--- config.mk ---
export PLATFORM = sky130hd
export DESIGN_NAME = sorted_k_permutation_enumerator
export DESIGN_NICKNAME = d
export VERILOG_FILES = /design/src/hdl/skperm_pkg.sv /design/src/hdl/skperm_dp.sv /design/src/hdl/skperm_ctrl.sv /design/src/hdl/sorted_k_permutation_enumerator.sv
export SDC_FILE = /design/constraint.sdc
export NUM_CORES = 1
export LEC_CHECK = 0
export ABC_CLOCK_PERIOD_IN_PS = 4800
export BUFFER_PORTS_ARGS = -buffer_cell sky130_fd_sc_hd__buf_2
export CORE_ASPECT_RATIO = 0.8
export CORE_UTILIZATION = 39
export CTS_CLUSTER_DIAMETER = 50
export DETAILED_ROUTE_END_ITERATION = 10
export GPL_TIMING_DRIVEN = 0
export PLACE_DENSITY = 0.58
export SLEW_MARGIN = 5
export SYNTH_ARGS = -nofsm -noshare
export SYNTH_HDL_FRONTEND = slang
export SYNTH_HIERARCHICAL = 1
export SYNTH_SLANG_ARGS = --single-unit
export TNS_END_PERCENT = 30
--- constraint.sdc ---
create_clock -name clk -period 4.8 [get_ports clk]
set_clock_uncertainty 0.15 [all_clocks]
set_input_delay 0.72 -clock clk [delete_from_list [all_inputs] [get_ports clk]]
set_output_delay 0.72 -clock clk [all_outputs]
set_load 0.01 [all_outputs]
--- src/hdl/skperm_pkg.sv ---
// Shared types, constants and helpers for the sorted k-permutation enumerator.
package skperm_pkg;

    localparam int MAX_VALUES   = 8;
    localparam int VALUE_BITS   = 16;
    localparam int RESULT_LIMIT = 8;
    localparam int IDX_W        = (MAX_VALUES > 1) ? $clog2(MAX_VALUES) : 1;
    localparam int CNT_W        = $clog2(MAX_VALUES + 1);
    localparam int PICK_W       = 4;

    typedef enum logic [1:0] {
        MODE_CLEAR = 2'd0,
        MODE_LOAD  = 2'd1,
        MODE_NEXT  = 2'd2,
        MODE_NONE  = 2'd3
    } mode_t;

    typedef struct packed {
        logic [1:0]            mode;
        logic [VALUE_BITS-1:0] value;
    } req_t;

    typedef struct packed {
        logic [VALUE_BITS-1:0] element;
        logic                  last_of_sequence;
        logic                  exhausted;
        logic                  overflow;
    } rsp_t;

    typedef enum logic [2:0] {
        ST_IDLE,
        ST_ADV,
        ST_FILL,
        ST_EMIT,
        ST_FLAG
    } state_t;

    // Controller to datapath
    typedef struct packed {
        logic clear;     // empty store, restart
        logic load;      // sorted insert, restart
        logic cfg_wr;    // new pick count, restart
        logic first;     // first pick: positions 0..k-1
        logic resume;    // start backtrack at level k-1
        logic adv;       // one backtrack step at current level
        logic fill;      // fill current level with smallest free index
        logic emit;      // load result reg with element at current level
        logic flag;      // load result reg with a flag item
        logic flag_ovf;  // flag item is overflow (else exhausted)
    } cmd_t;

    // Datapath to controller
    typedef struct packed {
        logic full;      // store holds MAX_VALUES entries
        logic bad;       // next request must give exhausted
        logic started;
        logic found;     // a larger free index exists at this level
        logic lvl_top;   // level == pick_count-1
        logic lvl_bot;   // level == 0
    } sts_t;

    // Index of the lowest set bit (0 when none).
    function automatic logic [IDX_W-1:0] lowest_set(input logic [MAX_VALUES-1:0] v);
        logic [IDX_W-1:0] r;
        r = '0;
        for (int i = MAX_VALUES - 1; i >= 0; i--) begin
            if (v[i]) begin
                r = IDX_W'(i);
            end
        end
        return r;
    endfunction

endpackage

--- src/hdl/skperm_dp.sv ---
// Datapath: sorted store, index stack, used mask and result register.
module skperm_dp (
    input  logic                          clk,
    input  logic                          rst_n,
    input  skperm_pkg::cmd_t              cmd,
    input  skperm_pkg::req_t              req,
    input  logic [skperm_pkg::PICK_W-1:0] cfg_data,
    output skperm_pkg::sts_t              sts,
    output skperm_pkg::rsp_t              rsp
);

    logic [skperm_pkg::VALUE_BITS-1:0] vals_reg  [skperm_pkg::MAX_VALUES];
    logic [skperm_pkg::IDX_W-1:0]      stack_reg [skperm_pkg::MAX_VALUES];
    logic [skperm_pkg::CNT_W-1:0]      cnt_reg;
    logic [skperm_pkg::MAX_VALUES-1:0] mask_reg;
    logic                              started_reg;
    logic                              done_reg;
    logic [skperm_pkg::PICK_W-1:0]     pick_reg;
    logic [skperm_pkg::IDX_W-1:0]      lvl_reg;
    skperm_pkg::rsp_t                  rsp_reg;

    logic [skperm_pkg::MAX_VALUES-1:0] n_mask;
    logic [skperm_pkg::MAX_VALUES-1:0] free_mask;
    logic [skperm_pkg::MAX_VALUES-1:0] cand_mask;
    logic [skperm_pkg::MAX_VALUES-1:0] gt;
    logic [skperm_pkg::MAX_VALUES-1:0] first_mask;
    logic [skperm_pkg::IDX_W-1:0]      cur_idx;
    logic [skperm_pkg::IDX_W-1:0]      cand_idx;
    logic [skperm_pkg::IDX_W-1:0]      fill_idx;
    logic                              lvl_top;
    logic                              lvl_bot;
    logic                              found;

    assign cur_idx = stack_reg[lvl_reg];

    always_comb
    begin
        for (int j = 0; j < skperm_pkg::MAX_VALUES; j++) begin
            n_mask[j]     = (32'(j) < 32'(cnt_reg));
            cand_mask[j]  = (32'(j) > 32'(cur_idx));
            gt[j]         = n_mask[j] && (vals_reg[j] > req.value);
            first_mask[j] = (32'(j) < 32'(pick_reg));
        end
        free_mask = ~mask_reg & n_mask;
        cand_mask = cand_mask & free_mask;
    end

    assign found    = |cand_mask;
    assign cand_idx = skperm_pkg::lowest_set(cand_mask);
    assign fill_idx = skperm_pkg::lowest_set(free_mask);
    assign lvl_top  = (32'(lvl_reg) + 32'd1 == 32'(pick_reg));
    assign lvl_bot  = (lvl_reg == '0);

    always_comb
    begin
        sts.full    = (32'(cnt_reg) >= skperm_pkg::MAX_VALUES);
        sts.bad     = (pick_reg == '0) || (32'(pick_reg) > 32'(cnt_reg)) ||
                      (32'(pick_reg) > skperm_pkg::RESULT_LIMIT) || done_reg;
        sts.started = started_reg;
        sts.found   = found;
        sts.lvl_top = lvl_top;
        sts.lvl_bot = lvl_bot;
    end

    // Enumeration control state
    always_ff @(posedge clk or negedge rst_n)
    begin
        if (!rst_n) begin
            cnt_reg     <= '0;
            mask_reg    <= '0;
            started_reg <= 1'b0;
            done_reg    <= 1'b0;
            pick_reg    <= skperm_pkg::PICK_W'(1);
            lvl_reg     <= '0;
            for (int p = 0; p < skperm_pkg::MAX_VALUES; p++) begin
                stack_reg[p] <= '0;
            end
        end else begin
            if (cmd.clear || cmd.load || cmd.cfg_wr) begin
                mask_reg    <= '0;
                started_reg <= 1'b0;
                done_reg    <= 1'b0;
            end
            if (cmd.clear) begin
                cnt_reg <= '0;
            end
            if (cmd.load) begin
                cnt_reg <= cnt_reg + skperm_pkg::CNT_W'(1);
            end
            if (cmd.cfg_wr) begin
                pick_reg <= cfg_data;
            end
            if (cmd.first) begin
                for (int p = 0; p < skperm_pkg::MAX_VALUES; p++) begin
                    stack_reg[p] <= skperm_pkg::IDX_W'(p);
                end
                mask_reg    <= first_mask;
                started_reg <= 1'b1;
                lvl_reg     <= '0;
            end
            if (cmd.resume) begin
                lvl_reg <= skperm_pkg::IDX_W'(pick_reg - skperm_pkg::PICK_W'(1));
            end
            if (cmd.adv) begin
                if (found) begin
                    stack_reg[lvl_reg] <= cand_idx;
                    mask_reg <= (mask_reg & ~(skperm_pkg::MAX_VALUES'(1) << cur_idx))
                              | (skperm_pkg::MAX_VALUES'(1) << cand_idx);
                    lvl_reg  <= lvl_top ? '0 : lvl_reg + skperm_pkg::IDX_W'(1);
                end else if (lvl_bot) begin
                    // nothing left at the root: enumeration over
                    mask_reg <= '0;
                    done_reg <= 1'b1;
                end else begin
                    mask_reg <= mask_reg & ~(skperm_pkg::MAX_VALUES'(1) << cur_idx);
                    lvl_reg  <= lvl_reg - skperm_pkg::IDX_W'(1);
                end
            end
            if (cmd.fill) begin
                stack_reg[lvl_reg] <= fill_idx;
                mask_reg <= mask_reg | (skperm_pkg::MAX_VALUES'(1) << fill_idx);
                lvl_reg  <= lvl_top ? '0 : lvl_reg + skperm_pkg::IDX_W'(1);
            end
            if (cmd.emit) begin
                lvl_reg <= lvl_reg + skperm_pkg::IDX_W'(1);
            end
        end
    end

    // Sorted insert: entries above the slot move up by one
    always_ff @(posedge clk)
    begin
        if (cmd.load) begin
            for (int p = 0; p < skperm_pkg::MAX_VALUES; p++) begin
                if (p > 0 && gt[(p > 0) ? p - 1 : 0]) begin
                    vals_reg[p] <= vals_reg[(p > 0) ? p - 1 : 0];
                end else if (gt[p] || (32'(p) == 32'(cnt_reg))) begin
                    vals_reg[p] <= req.value;
                end
            end
        end
    end

    always_ff @(posedge clk)
    begin
        if (cmd.emit) begin
            rsp_reg.element          <= vals_reg[cur_idx];
            rsp_reg.last_of_sequence <= lvl_top;
            rsp_reg.exhausted        <= 1'b0;
            rsp_reg.overflow         <= 1'b0;
        end else if (cmd.flag) begin
            rsp_reg.element          <= '0;
            rsp_reg.last_of_sequence <= !cmd.flag_ovf;
            rsp_reg.exhausted        <= !cmd.flag_ovf;
            rsp_reg.overflow         <= cmd.flag_ovf;
        end
    end

    assign rsp = rsp_reg;

endmodule

--- src/hdl/skperm_ctrl.sv ---
// Controller: request decode, backtrack sequencing and result handshake.
module skperm_ctrl (
    input  logic             clk,
    input  logic             rst_n,
    input  logic             req_valid,
    input  logic [1:0]       req_mode,
    input  logic             cfg_valid,
    input  logic             rsp_ready,
    input  skperm_pkg::sts_t sts,
    output logic             req_ready,
    output logic             cfg_ready,
    output logic             rsp_valid,
    output skperm_pkg::cmd_t cmd
);

    skperm_pkg::state_t state_reg, state_next;
    logic               rsp_valid_reg, rsp_valid_next;
    logic               flag_ovf_reg, flag_ovf_next;
    logic               out_free;
    logic               accept;

    assign out_free = !rsp_valid_reg || rsp_ready;
    assign accept   = req_valid && (state_reg == skperm_pkg::ST_IDLE) && !cfg_valid;

    // Next state
    always_comb
    begin
        state_next    = state_reg;
        flag_ovf_next = flag_ovf_reg;
        case (state_reg)
            skperm_pkg::ST_IDLE:
            begin
                if (accept) begin
                    flag_ovf_next = (req_mode == skperm_pkg::MODE_LOAD);
                    case (req_mode)
                        skperm_pkg::MODE_LOAD:
                        begin
                            if (sts.full) begin
                                state_next = skperm_pkg::ST_FLAG;
                            end
                        end
                        skperm_pkg::MODE_NEXT:
                        begin
                            if (sts.bad) begin
                                state_next = skperm_pkg::ST_FLAG;
                            end else if (sts.started) begin
                                state_next = skperm_pkg::ST_ADV;
                            end else begin
                                state_next = skperm_pkg::ST_EMIT;
                            end
                        end
                        default:
                        begin
                            state_next = skperm_pkg::ST_IDLE;
                        end
                    endcase
                end
            end
            skperm_pkg::ST_ADV:
            begin
                if (sts.found) begin
                    state_next = sts.lvl_top ? skperm_pkg::ST_EMIT : skperm_pkg::ST_FILL;
                end else if (sts.lvl_bot) begin
                    state_next = skperm_pkg::ST_FLAG;
                end
            end
            skperm_pkg::ST_FILL:
            begin
                if (sts.lvl_top) begin
                    state_next = skperm_pkg::ST_EMIT;
                end
            end
            skperm_pkg::ST_EMIT:
            begin
                if (out_free && sts.lvl_top) begin
                    state_next = skperm_pkg::ST_IDLE;
                end
            end
            skperm_pkg::ST_FLAG:
            begin
                if (out_free) begin
                    state_next = skperm_pkg::ST_IDLE;
                end
            end
            default:
            begin
                state_next = skperm_pkg::ST_IDLE;
            end
        endcase

        if (cmd.emit || cmd.flag) begin
            rsp_valid_next = 1'b1;
        end else if (rsp_ready) begin
            rsp_valid_next = 1'b0;
        end else begin
            rsp_valid_next = rsp_valid_reg;
        end
    end

    // Outputs
    always_comb
    begin
        req_ready    = (state_reg == skperm_pkg::ST_IDLE) && !cfg_valid;
        cfg_ready    = (state_reg == skperm_pkg::ST_IDLE);
        rsp_valid    = rsp_valid_reg;
        cmd          = '0;
        cmd.cfg_wr   = cfg_valid && (state_reg == skperm_pkg::ST_IDLE);
        cmd.clear    = accept && (req_mode == skperm_pkg::MODE_CLEAR);
        cmd.load     = accept && (req_mode == skperm_pkg::MODE_LOAD) && !sts.full;
        cmd.first    = accept && (req_mode == skperm_pkg::MODE_NEXT) && !sts.bad
                       && !sts.started;
        cmd.resume   = accept && (req_mode == skperm_pkg::MODE_NEXT) && !sts.bad
                       && sts.started;
        cmd.adv      = (state_reg == skperm_pkg::ST_ADV);
        cmd.fill     = (state_reg == skperm_pkg::ST_FILL);
        cmd.emit     = (state_reg == skperm_pkg::ST_EMIT) && out_free;
        cmd.flag     = (state_reg == skperm_pkg::ST_FLAG) && out_free;
        cmd.flag_ovf = flag_ovf_reg;
    end

    always_ff @(posedge clk or negedge rst_n)
    begin
        if (!rst_n) begin
            state_reg     <= skperm_pkg::ST_IDLE;
            rsp_valid_reg <= 1'b0;
            flag_ovf_reg  <= 1'b0;
        end else begin
            state_reg     <= state_next;
            rsp_valid_reg <= rsp_valid_next;
            flag_ovf_reg  <= flag_ovf_next;
        end
    end

endmodule

--- src/hdl/sorted_k_permutation_enumerator.sv ---
// Top level of the sorted k-permutation enumerator.
// The block keeps up to eight 16-bit values in ascending order (a load places
// the value after any equal ones) and, on each "next" request, returns the next
// ordered pick of pick_count distinct store positions in lexicographic order of
// position indices, one element per result item with last_of_sequence on the
// final one. A request with pick_count of zero or above the loaded count, or
// one after the last pick, gives a single exhausted item; a load into a full
// store gives a single overflow item. Clear, load and any write of pick_count
// restart the enumeration. The first pick after a restart goes straight to the
// emit steps; a later pick first runs the backtrack sequencer one stack level
// per cycle (levels popped until a larger free index is found, then the deeper
// levels refilled) before the emit steps, one per element of the pick. Emit
// steps wait while the result register is held by the consumer. One request is
// worked on at a time; req_ready and cfg_ready are high only while the
// sequencer is idle, and a configuration write takes precedence over a request
// in the same cycle.
module sorted_k_permutation_enumerator (
    input  logic                          clk,
    input  logic                          rst_n,
    input  logic                          req_valid,
    output logic                          req_ready,
    input  skperm_pkg::req_t              req,
    output logic                          rsp_valid,
    input  logic                          rsp_ready,
    output skperm_pkg::rsp_t              rsp,
    input  logic                          cfg_valid,
    output logic                          cfg_ready,
    input  logic [skperm_pkg::PICK_W-1:0] cfg_data
);

    skperm_pkg::cmd_t cmd;
    skperm_pkg::sts_t sts;

    // Sequencer: decodes requests, steps the backtrack, owns rsp_valid
    skperm_ctrl u_ctrl (
        .clk       (clk),
        .rst_n     (rst_n),
        .req_valid (req_valid),
        .req_mode  (req.mode),
        .cfg_valid (cfg_valid),
        .rsp_ready (rsp_ready),
        .sts       (sts),
        .req_ready (req_ready),
        .cfg_ready (cfg_ready),
        .rsp_valid (rsp_valid),
        .cmd       (cmd)
    );

    // Store, index stack, used mask and the result register
    skperm_dp u_dp (
        .clk      (clk),
        .rst_n    (rst_n),
        .cmd      (cmd),
        .req      (req),
        .cfg_data (cfg_data),
        .sts      (sts),
        .rsp      (rsp)
    );

endmodule

==> impl_metrics.yaml <==
power:
  clkPwrFrac: 0.160
  power.density_nw_per_um2: 577
  power.switching_uw: 4510
  power_frac_seq: 0.259
  swShare: 0.501
  peakVddDrop_mv: 0.342
  power_frac_comb: 0.581
  total_power_uw: 8990
  internal-power_uw: 4490
  p_leak_uw: 0.00621
detailed_routing:
  wl_met1_mm: 22.6
  drt_iter0_markers: 1229
  ant_nets: 0
  top_layer: "met4"
  drt_wl_total_mm: 44.4
  drt-vias-per-instance: 6.01
  num_vias: 11910
  route.detailed.drc: 0
  wl_met2_mm: 17.9
  dr.pass1.iters: 5
  met3_length_mm: 3.18
  avgRoutedWirePerCell_um: 22.4
yosys:
  synth_top_cell_area_share: 0.310
  syn_area_um2: 14100
  post-synth-top-count-cell: "nand2_1"
  synth_cell_types: 82
  syn-num-nets: 1596
  yosys-top-cells-count: "nand2_1, edfxtp_1, ha_1"
  ys_seq_area_frac: 0.402
  syn_area_per_cell_um2: 9.87
  synth_ff_type: "edfxtp_1"
  netlist_instances: 1424
  yosysWarnings: 6
  synth-edff-count: 145
  ys_seq_elements: 197
  synth_top_area_cell: "edfxtp_1"
  async_reset_ff_frac: 0.254
  synth.top_cells.by_area: "edfxtp_1, ha_1, mux2_2"
die:
  ioPinCount: 49
  die_x_um: 214
  start_util: 0.400
  fp.coreArea_um2: 35100
  rows: 61
  die_h_um: 172
  die-area_um2: 36800
global_route:
  antenna_found_initial: 0
  grt_max_degree: 51
  grt_pass1_vias: 11216
  gr-total-overflow: 0
  grt_pass1_wl_mm: 68.3
  grt_usage: 0.244
setup_path:
  crit_type: "flip-flop to flip-flop"
  endpoint_kind: "flip-flop"
  worstPathArrival_ps: 4470
  critPathMaxFanout: 10
  critPathBufInv: 5
  crit_top_cell: "clkbuf_1"
  cp-start-kind: "flip-flop"
  crit_family: "buffers and inverters"
  critPathMaxStageDelay_ps: 630
  critPathSlowestCell: "clkbuf_1"
  cp.required_ps: 4770
  cp_cell_sequence: "buf_2, clkinv_1, a221oi_1, o21a_1, clkbuf_1, clkbuf_1, clkbuf_1, nand3_1, nand3_1, a21boi_0"
layout:
  antennaDiodeCount: 0
  synthToLayoutAreaGrowth_pct: 11.0
  fin_nets: 1670
  largest_reg_flops: 128
  drive_above_1_share: 0.169
cts:
  ctsHtreeMaxLevel: 4
  cts_tree: "done"
  clkLatencyLatePin_ps: 450
  cts_buffers: 17
  clkSinkCount: 197
  cts_resized: 0
  ctsHoldBuffers: 0
  clockBufferDepth: 2
  cts.clk_slew.worst_paths_ps: 80
  postCtsSetupBuffers: 0
  root_buffer: "clkbuf_16"
sta:
  drv_slew: 0
  period_share: 0.937
  fin_ws_ps: 302
  hold_violations: 0
  grt_setup_unrepaired: "false"
  relSlewSlack: 0.417
  max_freq_mhz: 222
  fin_crit_ps: 4500
  hold_slack_ps: 163
  tightest_slew_ps: 867
  setup_violations: 0
placement:
  portBuffers: 48
  dp_slack_ps: -293
  dp_hpwl_mm: 34.5
  gp_congestion: 0.930
job:
  drv_cap: 0
status:
  outcome: "finished, final reports clean"
hold_path:
  min_path_type: "primary input to asynchronous set/reset pin"
==> placed cells by master, fill, tap and decap left out, types with 7 or more instances in the layout <==
cell type	count
dfrtp_1	49
o21a_1	18
nand2b_1	23
edfxtp_1	145
a21oi_1	59
ha_1	145
nor2b_1	19
clkbuf_16	19
nor4_1	11
o22ai_1	8
nand3_1	108
nand4_1	30
inv_1	49
a221oi_1	7
nor3_1	24
a21boi_0	17
a22oi_1	14
buf_4	7
mux2_2	116
buf_2	54
nor2_1	64
o21ai_0	60
clkbuf_1	51
buf_6	9
o211ai_1	16
a21o_1	28
nand2_1	191
==> path summary, 6_finish.rpt <==
| kind | slack, ps | cells after the start | end | startpoint |
|---|---|---|---|---|
| worst max-delay path | 300 | 10 | u_dp/rsp[17]$_DFFE_PP_ | u_dp/lvl_reg[1]$_DFF_PN0_ |
| worst min-delay path | 160 | 1 | u_dp/stack_reg[19]$_DFF_PN0_ | rst_n |
| min in group clk | 330 | 2 | u_dp/rsp[1]$_SDFFE_PP0P_ | u_dp/rsp[1]$_SDFFE_PP0P_ |
| worst max register to register | 300 | 10 | u_dp/rsp[17]$_DFFE_PP_ | u_dp/lvl_reg[1]$_DFF_PN0_ |
| max in group asynchronous | 3860 | 1 | u_dp/cnt_reg[3]$_DFFE_PN0P_ | rst_n |
| worst min register to register | 330 | 2 | u_dp/rsp[1]$_SDFFE_PP0P_ | u_dp/rsp[1]$_SDFFE_PP0P_ |
==> power by group through the flow <==
stage          sequential, uW  combinational, uW  clock [uW]
4_1_cts                  2320               5100        1470
2_1_floorplan            2340               3340           0
3_5_place_dp             2350               5070           0
6_report                 2330               5230        1440
5_1_grt                  2360               5630        1540
3_3_place_gp             2360               5020           0
==> metrics by stage <==
stage	util	setup TNS, ps	area, um2	cells
floorplan	-	0	14100	1424
global placement	0.424	-8400	14900	1944
detailed placement	0.427	-6110	15000	1951
CTS	0.444	0	15600	1983
global route	0.444	0	15600	1983
finish	0.444	0	15600	1983
==> metal layers <==
metal	global-route usage	vias to the layer above
met5	0	-
met1	0.385	5880
met3	0.0288	40
met2	0.345	490
met4	0.0602	0
li1	-	5500
==> layout make-up <==
cell class	instances	area, um2
buffer	73	328
tap	472	591
inverter	54	203
sequential	197	5650
clock inverter	11	81.3
multi-input combinational	1100	7930
fill	3384	19500
timing repair buffer	55	325
clock buffer	21	497
==> cells by family after synthesis <==
group	synth area share
buffers and inverters	0.0377
muxes	0.101
DFF	0.402
adders and majority gates	0.129
and+or+nand+nor	0.172
AOI/OAI and AO/OA	0.155
xor gates and xnor gates	0.00374
Note: power is estimated with default switching activity, not from simulation.
